**src/hdl/isst_pkg.sv**
```systemverilog
// shared types and constants for the interpolation search block
`timescale 1ns / 1ps
package isst_pkg;

    // width of one table word and of a difference of two words
    localparam int ENTRY_W = 32;
    localparam int DIFF_W  = ENTRY_W + 1;

    // item kinds carried on the input tuser
    localparam logic FUNC_LOAD   = 1'b0;
    localparam logic FUNC_SEARCH = 1'b1;

    // search sequencer states
    typedef enum logic [3:0] {
        S_IDLE,
        S_LEFT,
        S_RIGHT,
        S_CHK,
        S_MUL,
        S_DIVST,
        S_DIV,
        S_PROBE,
        S_CMP,
        S_DONE
    } t_isst_state;

    // control from the sequencer to the divider
    typedef struct packed {
        logic start;
    } t_div_ctl;

    // status from the divider back to the sequencer
    typedef struct packed {
        logic done;
    } t_div_sts;

endpackage

```
**src/hdl/isst_div.sv**
```systemverilog
// restoring divider, one quotient bit per cycle
`timescale 1ns / 1ps
module isst_div #(
    parameter int QW = 10
) (
    input  logic                                       i_clk,
    input  logic                                       i_rst_n,
    input  isst_pkg::t_div_ctl                         i_ctl,
    input  logic [isst_pkg::DIFF_W+QW-1:0]             i_dividend,
    input  logic [isst_pkg::DIFF_W-1:0]                i_divisor,
    output isst_pkg::t_div_sts                         o_sts,
    output logic [QW-1:0]                              o_quot
);
    import isst_pkg::*;

    localparam int CNTW = $clog2(QW + 1);

    logic              r_busy, n_busy;
    logic              r_done, n_done;
    logic [CNTW-1:0]   r_cnt, n_cnt;
    logic [DIFF_W-1:0] r_rem, n_rem;
    logic [DIFF_W-1:0] r_den, n_den;
    logic [QW-1:0]     r_low, n_low;
    logic [QW-1:0]     r_q, n_q;
    logic [DIFF_W:0]   trial;
    logic [DIFF_W:0]   den_x;

    // one shift, compare and subtract step
    always_comb begin
        n_busy = r_busy;
        n_done = 1'b0;
        n_cnt  = r_cnt;
        n_rem  = r_rem;
        n_den  = r_den;
        n_low  = r_low;
        n_q    = r_q;
        trial  = {r_rem, r_low[QW-1]};
        den_x  = {1'b0, r_den};
        if (i_ctl.start) begin
            // upper part of the dividend is already below the divisor
            n_busy = 1'b1;
            n_cnt  = '0;
            n_rem  = i_dividend[DIFF_W+QW-1:QW];
            n_low  = i_dividend[QW-1:0];
            n_den  = i_divisor;
            n_q    = '0;
        end else if (r_busy) begin
            if (trial >= den_x) begin
                n_rem = DIFF_W'(trial - den_x);
                n_q   = QW'({r_q, 1'b1});
            end else begin
                n_rem = trial[DIFF_W-1:0];
                n_q   = QW'({r_q, 1'b0});
            end
            n_low = r_low << 1;
            n_cnt = CNTW'(r_cnt + 1'b1);
            if (r_cnt == CNTW'(QW - 1)) begin
                n_busy = 1'b0;
                n_done = 1'b1;
            end
        end
    end

    // control state
    always_ff @(posedge i_clk) begin
        if (!i_rst_n) begin
            r_busy <= 1'b0;
            r_done <= 1'b0;
            r_cnt  <= '0;
        end else begin
            r_busy <= n_busy;
            r_done <= n_done;
            r_cnt  <= n_cnt;
        end
    end

    // datapath
    always_ff @(posedge i_clk) begin
        r_rem <= n_rem;
        r_den <= n_den;
        r_low <= n_low;
        r_q   <= n_q;
    end

    assign o_sts.done = r_done;
    assign o_quot     = r_q;

endmodule
```
**config.mk**
```make
export PLATFORM = sky130hd
export DESIGN_NAME = isst_div
export DESIGN_NICKNAME = d
export VERILOG_FILES = /design/src/hdl/isst_pkg.sv /design/src/hdl/isst_div.sv
export SDC_FILE = /design/constraint.sdc
export NUM_CORES = 1
export LEC_CHECK = 0
export CELL_PAD_IN_SITES_DETAIL_PLACEMENT = 0
export CELL_PAD_IN_SITES_GLOBAL_PLACEMENT = 1
export CORE_AREA = 2 2 142 103
export CTS_CLUSTER_SIZE = 16
export DETAILED_ROUTE_END_ITERATION = 6
export DIE_AREA = 0 0 144 105
export DONT_BUFFER_PORTS = 1
export HOLD_SLACK_MARGIN = 0.1
export PLACE_DENSITY_LB_ADDON = 0.1
export SETUP_SLACK_MARGIN = 0.3
export SLEW_MARGIN = 25
export SYNTH_ARGS = -nofsm -noshare
export SYNTH_HDL_FRONTEND = slang
export SYNTH_SLANG_ARGS = --single-unit
```
**constraint.sdc**
```tcl
create_clock -name i_clk -period 4.3 [get_ports i_clk]
set_clock_uncertainty 0.15 [all_clocks]
set_input_delay 0.215 -clock i_clk [delete_from_list [all_inputs] [get_ports i_clk]]
set_output_delay 0.215 -clock i_clk [all_outputs]
set_load 0.01 [all_outputs]
```
==> results of run 1 <==
[metal layers]
layer,vias to the layer above,wire length [um]
met4,0,31
li1,2120,-
met5,-,0
met2,89,5520
met1,1956,6590
met3,2,665
[final cells by class]
cell class                      instances  share of cell area, %
Clock inverter                          7                   1.35
Multi-Input combinational cell        382                   40.0
Timing Repair Buffer                   82                   11.9
Inverter                               48                   2.60
Clock buffer                            9                   3.24
Sequential cell                        92                   37.5
Tap cell                              190                   3.42
[kinds of logic (layout without fill, tap and decap cells)]
kind of cell / after synthesis / after routing / synth area share (%)
and+or+nand+nor: 133 / 133 / 10.7
muxes: 49 / 49 / 9.52
xor gates and xnor gates: 29 / 29 / 4.49
AOI/OAI and AO/OA: 135 / 135 / 16.2
DFF: 92 / 92 / 46.0
buffers and inverters: 68 / 146 / 5.04
adders and majority gates: 36 / 36 / 8.09
[final timing paths]
kind,start,end,slack [ps],cells after the start
setup / recovery,r_den[0],r_rem[3],570,11
hold / removal,i_ctl,o_quot[7],90,2
setup reg to reg,r_den[0],r_rem[3],570,11
hold reg to reg,r_cnt[3],o_sts,370,2
[power groups by stage]
stage,logic (W),registers (W),clock network [W]
after global placement,0.00176,0.00128,0
after global routing,0.00207,0.00128,0.000883
final,0.00184,0.00126,0.000820
after detailed placement,0.00176,0.00128,0
after CTS,0.00184,0.00126,0.000861
after floorplan,0.00145,0.00125,0
[cell usage after synthesis, types with 2 or more instances]
cell type,n
nand3_1,5
or2_2,3
inv_1,48
and3_1,4
a211oi_2,2
nor2_1,52
and2_1,2
edfxtp_1,76
nor3b_1,2
nor2b_1,6
a221oi_2,2
a21oi_1,44
o21a_1,5
nor3_1,7
mux2_2,35
dfxtp_1,16
o21bai_1,4
or3_1,2
ha_1,35
nand4_1,6
o41ai_2,2
nand2_1,35
a211oi_1,6
o21ai_1,9
nand3b_1,2
a31oi_1,2
a221o_1,2
a311oi_1,2
o21ai_0,23
clkbuf_1,11
xnor2_1,17
buf_1,3
mux2i_1,13
nand2b_1,6
o211ai_1,4
o31ai_1,3
xor2_1,12
buf_2,3
buf_6,2
a21o_1,10
[metrics by stage]
stage / util, % / worst slack [ps] / hold slack, ps / instance area (um2)
after global routing: 50.9 / 330 / 112 / 6940
final: 50.9 / 567 / 92.1 / 6940
after detailed placement: 42.7 / 557 / 148 / 5830
after CTS: 50.9 / 554 / 109 / 6940
after floorplan: - / 1120 / 164 / 5660
after global placement: 42.7 / 715 / 147 / 5830
[critical path: cells and delay by family, from the launching register on]
family | cells | cell delay, ps
buf+inv | 2 | 360
compound gates | 5 | 1580
flops | 1 | 380
mux | 2 | 600
fa+ha+maj | 2 | 420
[state kept, by name, indices dropped and copies added (netlist names)]
name / count
o_quot: 10
o_sts: 1
r_busy: 1
r_cnt: 4
r_den: 33
r_low: 10
r_rem: 33
[timing repair]
action,CTS,global route
hold endpoints to repair,125,0
hold buffers,77,0
setup endpoints to repair,0,0
==> results_dict.tcl, run 1 <==
set metrics [dict create \
    route.detailed.wl_per_inst_um 15.8 \
    routed_via_density 5.14 \
    power_frac_comb_pct 46.9 \
    synth-async-reset-ratio_pct 0 \
    place.detailed.instances 717 \
    clock_tree.root_cell "clkbuf_16" \
    tritoncts_num_sinks 92 \
    power.static_leakage_nw 2.73 \
    finalCritPeriodShare_pct 86.8 \
    grt.busiest_layer "met2" \
    synth_edf_count 76 \
    cts_setup_buffers 0 \
    gp_congestion 0.813 \
    cts_repair_resize_count 0 \
    net-switching-power_w 0.00149 \
    setup.worst_path.end_class "flop" \
    syn_inst 542 \
    dieHeight_um 105 \
    critPathMaxFanout 15 \
    cts.reportedPaths.clkPinSlew_ps 80 \
    drtIter0Drc 216 \
    wl_mm 12.8 \
    final_antenna_net_count 0 \
    critPathLaunchType "flop" \
    count_of_buffers_inserted_at_the_top_level_ports 0 \
    hp-class "input pin to flop" \
    criticalPathCategory "flop to flop" \
    synthDominantAreaCellType "edfxtp_1" \
    min_period_ps 3730 \
    numCtsBuffers 9 \
    initial_utilization_pct 41.5 \
    clock_power_share_pct 20.9 \
    final-instance-count-excl-fill 810 \
    synth.yosys.seq_area_share_pct 46.0 \
    global_route.usage.met1_pct 25.3 \
    distinct_cells_synth 59 \
    multiInputGateArea_um2 2780 \
    tightest_slew_ps 804 \
    timing.setup.tns_ps 0 \
    power.switching_fraction_pct 38.0 \
    synth_top_flop_cell "edfxtp_1" \
    die_area_um2 15100 \
    final_net_count 730 \
    clock_latency_at_the_later_pin_of_the_worst_skew_pair_ps 350 \
    grt-ovfl-total 0 \
    first_pass_iters 4 \
    number_of_antenna_violations_at_the_first_check_in_global_routing 0 \
    synth.cell_area_um2 5660 \
    maxSlewHeadroom_pct 46.3 \
    grt.total_usage_pct 17.9 \
    first_pass_grt_wire_length_mm 21.2 \
    rows 36 \
    outcome "finished clean" \
    critPathMaxStageDelay_ps 580 \
    layout-drive-gt1-share_pct 12.1 \
    fill_cells 1251 \
    maximum_number_of_pins_on_one_net_before_global_route_repair 96 \
    critical-path-slowest-cell "o31ai_4" \
    worstPathCellList "ha_1 -> inv_1 -> fa_1 -> a21o_1 -> a221oi_2 -> o31ai_2 -> o21ai_1 -> o31ai_4 -> buf_4 -> mux2_2 -> mux2_2" \
    synthesis.yosys.warnings 0 \
    crit_top_cell "mux2_2" \
    crit_required_ps 4260 \
    die_x_um 144 \
    post-layout-total-power_w 0.00392 \
    rsz0062_at_grt "no" \
    flow.area_growth_from_synthesis_pct 22.6 \
    synthTopCellsByArea "edfxtp_1 40%, ha_1 7.7%, mux2_2 7.0%" \
    maxCapViolations 0 \
    h-tree-depth 3 \
    report.final.setup_viol 0 \
    drt_drc_violations_left 0 \
    seqPwrFrac_pct 32.2 \
    num_vias 4167 \
    slew_viol_final 0 \
    total_power_divided_by_cell_area_nw_per_um2 565 \
    diodes 0 \
    core_region_area_um2 13600 \
    gr-usage-met2_pct 26.9 \
    first_global_vias 4263 \
    layout_common_cells "76 x dlygate4sd3_1, 76 x edfxtp_1, 52 x nor2_1, 48 x inv_1, 44 x a21oi_1" \
    regArea_um2 2600 \
    power.internal_w 0.00243 \
    worstPathArrival_ps 3690 \
    cts_max_path_buffers 2 \
    final-hold-violation-count 0 \
    grt_use_met3_pct 5.36 \
    synth.net_count 657 \
    ys_ff_latch 92 \
    synth_top_area_share_pct 40.3 \
    io_pins 90 \
    place.detailed.hpwl_mm 8.87 \
    fmax_mhz 268 \
    post_syn_area_per_cell_um2 10.4 \
    cts_tree "done" \
    power.ir.vdd_worst_mv 0.277 \
]
(Power assumes the default switching activity.)
==> run 2: changes to the inputs <==
Settings changed: CORE_AREA 2 2 142 103 to 8 8 148 109, DIE_AREA 0 0 144 105 to 0 0 156 117.
==> run 2 against run 1 <==
Power decreased by 1.3%; via count decreased by 0.72%; critical path depth increased by 1; non-clock buffer count decreased by 2; sequential cell count unchanged; design area decreased by 0.34%; critical endpoint is now r_rem[25]; clock-buffer cell count unchanged; die area increased by 21%; wire length increased by 1.8%.
==> results_dict.tcl, run 2 (synthesis results as in run 1) <==
set metrics [dict create \
    cts_setup_buffers 0 \
    route.detailed.wl_per_inst_um 16.0 \
    report.final.setup_viol 0 \
    fmax_mhz 276 \
    outcome "finished clean" \
    seqPwrFrac_pct 32.6 \
    power.switching_fraction_pct 37.8 \
    cts_tree "done" \
    grt.total_usage_pct 15.1 \
    layout-drive-gt1-share_pct 11.7 \
    power.static_leakage_nw 2.72 \
    timing.setup.tns_ps 0 \
    diodes 0 \
    final-hold-violation-count 0 \
    number_of_antenna_violations_at_the_first_check_in_global_routing 0 \
    dieHeight_um 117 \
    regArea_um2 2600 \
    min_period_ps 3620 \
    worstPathArrival_ps 3580 \
    maxCapViolations 0 \
    cts_max_path_buffers 2 \
    die_area_um2 18300 \
    rsz0062_at_grt "no" \
    stdcell_area_um2 6920 \
    criticalPathCategory "flop to flop" \
    post-layout-total-power_w 0.00387 \
    first_pass_grt_wire_length_mm 21.4 \
    clock_latency_at_the_later_pin_of_the_worst_skew_pair_ps 360 \
    die_x_um 156 \
    final_net_count 728 \
    initial_utilization_pct 40.4 \
    clock_tree.root_cell "clkbuf_16" \
    first_pass_iters 4 \
    place_area_um2 5820 \
    hp-class "input pin to flop" \
    cts.reportedPaths.clkPinSlew_ps 70 \
    first_global_vias 4185 \
    rows 37 \
    power.internal_w 0.00241 \
    power.ir.vdd_worst_mv 0.208 \
    layout_common_cells "77 x dlygate4sd3_1, 76 x edfxtp_1, 52 x nor2_1, 48 x inv_1, 44 x a21oi_1" \
    wl_mm 13.0 \
    tightest_slew_ps 803 \
    grt-ovfl-total 0 \
    place.detailed.hpwl_mm 9.16 \
    setup.worst_path.end_class "flop" \
    numCtsBuffers 9 \
    maxSlewHeadroom_pct 46.4 \
    drt_drc_violations_left 0 \
    finalCritPeriodShare_pct 84.2 \
    routed_via_density 5.09 \
    core_region_area_um2 14000 \
    critPathLaunchType "flop" \
    biggestRegsByFlops "r_den x33, r_rem x33" \
    multiInputGateArea_um2 2780 \
    fill_cells 1278 \
    slew_viol_final 0 \
    h-tree-depth 3 \
    flow.area_growth_from_synthesis_pct 22.2 \
    power_frac_comb_pct 46.6 \
    net-switching-power_w 0.00147 \
    tritoncts_num_sinks 92 \
    critPathMaxFanout 34 \
    drtIter0Drc 239 \
    clock_power_share_pct 20.8 \
    maximum_number_of_pins_on_one_net_before_global_route_repair 96 \
    num_vias 4137 \
    final_antenna_net_count 0 \
    crit_required_ps 4260 \
    io_pins 90 \
    count_of_buffers_inserted_at_the_top_level_ports 0 \
    total_power_divided_by_cell_area_nw_per_um2 560 \
    leading_cell_type_in_the_layout_fill_and_taps_excluded "dlygate4sd3_1" \
    gp_congestion 0.779 \
]
[run 2: cell types whose count changed in the layout (fill, tap and decap cells not counted)]
cell / before / now
inv_4: 0 / 1
clkinv_8: 4 / 2
dlygate4sd3_1: 76 / 77
inv_6: 2 / 3
buf_4: 5 / 2
[run 2: power groups by stage]
stage                     logic [W]  registers, W  clock network (W)
final                       0.00181       0.00126           0.000804
after global routing        0.00204       0.00128           0.000868
after CTS                   0.00182       0.00126           0.000840
after detailed placement    0.00173       0.00128                  0
after global placement      0.00174       0.00128                  0
after floorplan             0.00145       0.00125                  0
[run 2: final cells by class]
class,count,share of cell area [%]
clock buffers,9,3.26
clock inverters,7,1.10
inverters,48,2.60
multi-input cells,382,40.1
flip-flops and latches,92,37.6
well taps,195,3.53
repair buffers,80,11.8
[run 2: repair_timing]
item,CTS,global route
gates resized for setup,0,0
endpoints found under the hold margin,125,0
hold buffers,78,0
[run 2: per-stage QoR]
stage | worst slack, ps | hold WS, ps | utilization [%] | cells
global placement | 782 | 150 | 41.5 | 719
global route | 397 | 122 | 49.3 | 813
floorplan | 1120 | 164 | - | 542
detailed placement | 636 | 152 | 41.5 | 719
finish | 679 | 116 | 49.3 | 813
CTS | 625 | 102 | 49.3 | 813
[run 2: path summary, 6_finish.rpt]
check                 from         to  slack, ps  cells after the start
setup / recovery  r_low[9]  r_rem[25]        680                     12
hold / removal       i_ctl  r_rem[31]        120                      2
setup reg to reg  r_low[9]  r_rem[25]        680                     12
hold reg to reg   r_cnt[3]      o_sts        370                      2
[run 2: critical path, stage by stage (launching register included)]
cell      delay (ps)
edfxtp_1         380
inv_1             70
ha_1             170
inv_1             60
fa_1             400
a21o_1           220
a221oi_2         480
o31ai_2          210
o21ai_1          270
o31ai_4           80
buf_4            260
mux2_4           340
mux2_2           250
[run 2: per-layer routing]
metal	global-route usage, %	up-vias	routed length, um
met5	0	-	0
met3	6.09	5	905
met4	3.48	0	97
met1	20.2	1944	6560
li1	-	2105	-
met2	22.4	83	5470
==> run 3: changes to the inputs <==
Clock period 4.3 ns to 3.7 ns, I/O delays scaled along.
==> run 3 against run 2 <==
Hold slack improved by 4.2 ps; critical path type unchanged; largest cell class unchanged; global-route usage up 0.34 points; combinational power increased by 24%; power rose by 20%; final cell count grew 1.4%; utilization grew 1.0 points; design area is 2.1% higher; via count fell by 0.94%.
==> results_dict.tcl, run 3 (synthesis results as in run 1) <==
set metrics [dict create \
    outcome "finished clean" \
    layout_common_cells "79 x dlygate4sd3_1, 76 x edfxtp_1, 52 x nor2_1, 48 x inv_1, 43 x a21oi_1" \
    critPathLaunchType "flop" \
    critPathMaxFanout 2 \
    power.static_leakage_nw 2.78 \
    num_vias 4098 \
    final_antenna_net_count 0 \
    cts.reportedPaths.clkPinSlew_ps 80 \
    drt_drc_violations_left 0 \
    dieHeight_um 117 \
    timing.hold.ws_ps 120 \
    first_pass_iters 6 \
    criticalPathCategory "flop to flop" \
    flow.area_growth_from_synthesis_pct 24.8 \
    post-layout-total-power_w 0.00464 \
    worstPathArrival_ps 3280 \
    cts_tree "done" \
    fmax_mhz 300 \
    number_of_antenna_violations_at_the_first_check_in_global_routing 0 \
    grt-ovfl-total 0 \
    rows 37 \
    crit_required_ps 3650 \
    rsz0062_at_grt "yes" \
    maxCapViolations 0 \
    finalCritPeriodShare_pct 90.1 \
    timing.final.ws_setup_ps 367 \
    gp_congestion 0.807 \
    drtIter0Drc 293 \
    h-tree-depth 3 \
    clock_latency_at_the_later_pin_of_the_worst_skew_pair_ps 350 \
    final_net_count 739 \
    slew_viol_final 0 \
    setup.worst_path.end_class "flop" \
    die_x_um 156 \
    clock_tree.root_cell "clkbuf_16" \
    hp-class "input pin to flop" \
    grt.total_usage_pct 15.4 \
    total_power_divided_by_cell_area_nw_per_um2 657 \
    final-hold-violation-count 0 \
    first_pass_grt_wire_length_mm 22.1 \
    first_global_vias 4357 \
    route.detailed.wl_per_inst_um 16.3 \
    dp_slack_ps 146 \
    maximum_number_of_pins_on_one_net_before_global_route_repair 97 \
    wl_mm 13.4 \
    layout-drive-gt1-share_pct 14.0 \
    count_of_buffers_inserted_at_the_top_level_ports 0 \
    biggestRegsByFlops "r_den x33, r_rem x33" \
    io_pins 90 \
    die_area_um2 18300 \
    numCtsBuffers 9 \
    report.final.setup_viol 0 \
    diodes 0 \
    place.detailed.hpwl_mm 9.26 \
    routed_via_density 4.97 \
    power.ir.vdd_worst_mv 0.284 \
    tritoncts_num_sinks 92 \
    tightest_slew_ps 683 \
    timing.setup.tns_ps 0 \
    core_region_area_um2 14000 \
    cts_max_path_buffers 2 \
    leading_cell_type_in_the_layout_fill_and_taps_excluded "dlygate4sd3_1" \
    maxSlewHeadroom_pct 54.4 \
    min_period_ps 3330 \
    initial_utilization_pct 40.4 \
]
run 3: cell types whose count changed in the layout (fill, tap and decap cells not counted), sizes merged:
cell	previous run	this run
buf	3	12
clkinv	2	3
dlygate4sd3	77	79
inv	53	52
run 3: per-stage QoR:
step                cells  area, um2  util [%]
finish                824       7060      50.4
global route          824       7060      50.4
CTS                   823       7030      50.1
detailed placement    725       5880      41.9
global placement      725       5870      41.9
floorplan             542       5660         -
run 3: critical path, stage by stage (launching register included):
cell	delay (ps)
edfxtp_1	400
inv_1	70
ha_1	150
inv_1	60
fa_2	350
a21o_1	200
a221oi_4	330
buf_4	170
nor3_1	60
o21ai_1	210
a32oi_2	170
a21boi_2	240
xor2_1	170
a21oi_1	90
mux2_2	280
run 3: worst paths after layout:
path         startpoint  cells past startpoint  slack [ps]   endpoint
max reg2reg    r_low[9]                     14         370  r_rem[24]
min reg2reg    r_cnt[1]                      2         370   r_cnt[1]
max            r_low[9]                     14         370  r_rem[24]
min               i_ctl                      3         120  r_rem[32]
run 3: where the power goes:
group	switching [W]	total, W	internal [W]	leakage, nW
Clock	0.000452	0.000933	0.000481	0.150
Sequential	0.0000959	0.00146	0.00137	0.885
Combinational	0.00121	0.00224	0.00104	1.75
run 3: cell type report:
cell class	instances	area, um2
fillers	1290	6960
multi-input cells	382	2820
flip-flops and latches	92	2600
repair buffers	91	913
well taps	195	244
clock buffers	9	225
inverters	48	180
clock inverters	7	78.8
run 3: repair_timing:
action / CTS / global route
gates resized for setup: 4 / 5
pin swaps: 4 / 5
setup buffers: 2 / 1
endpoints found under the hold margin: 125 / 0
setup endpoints to repair: 3 / 8
hold buffers: 80 / 0
run 3: metal layers:
layer  up-vias  wire [um]  track usage, %
met5         -          0               0
met4         0         42            4.06
met3         2        737            5.32
met2        81       5760            22.9
met1      1887       6900            21.1
li1       2128          -               -
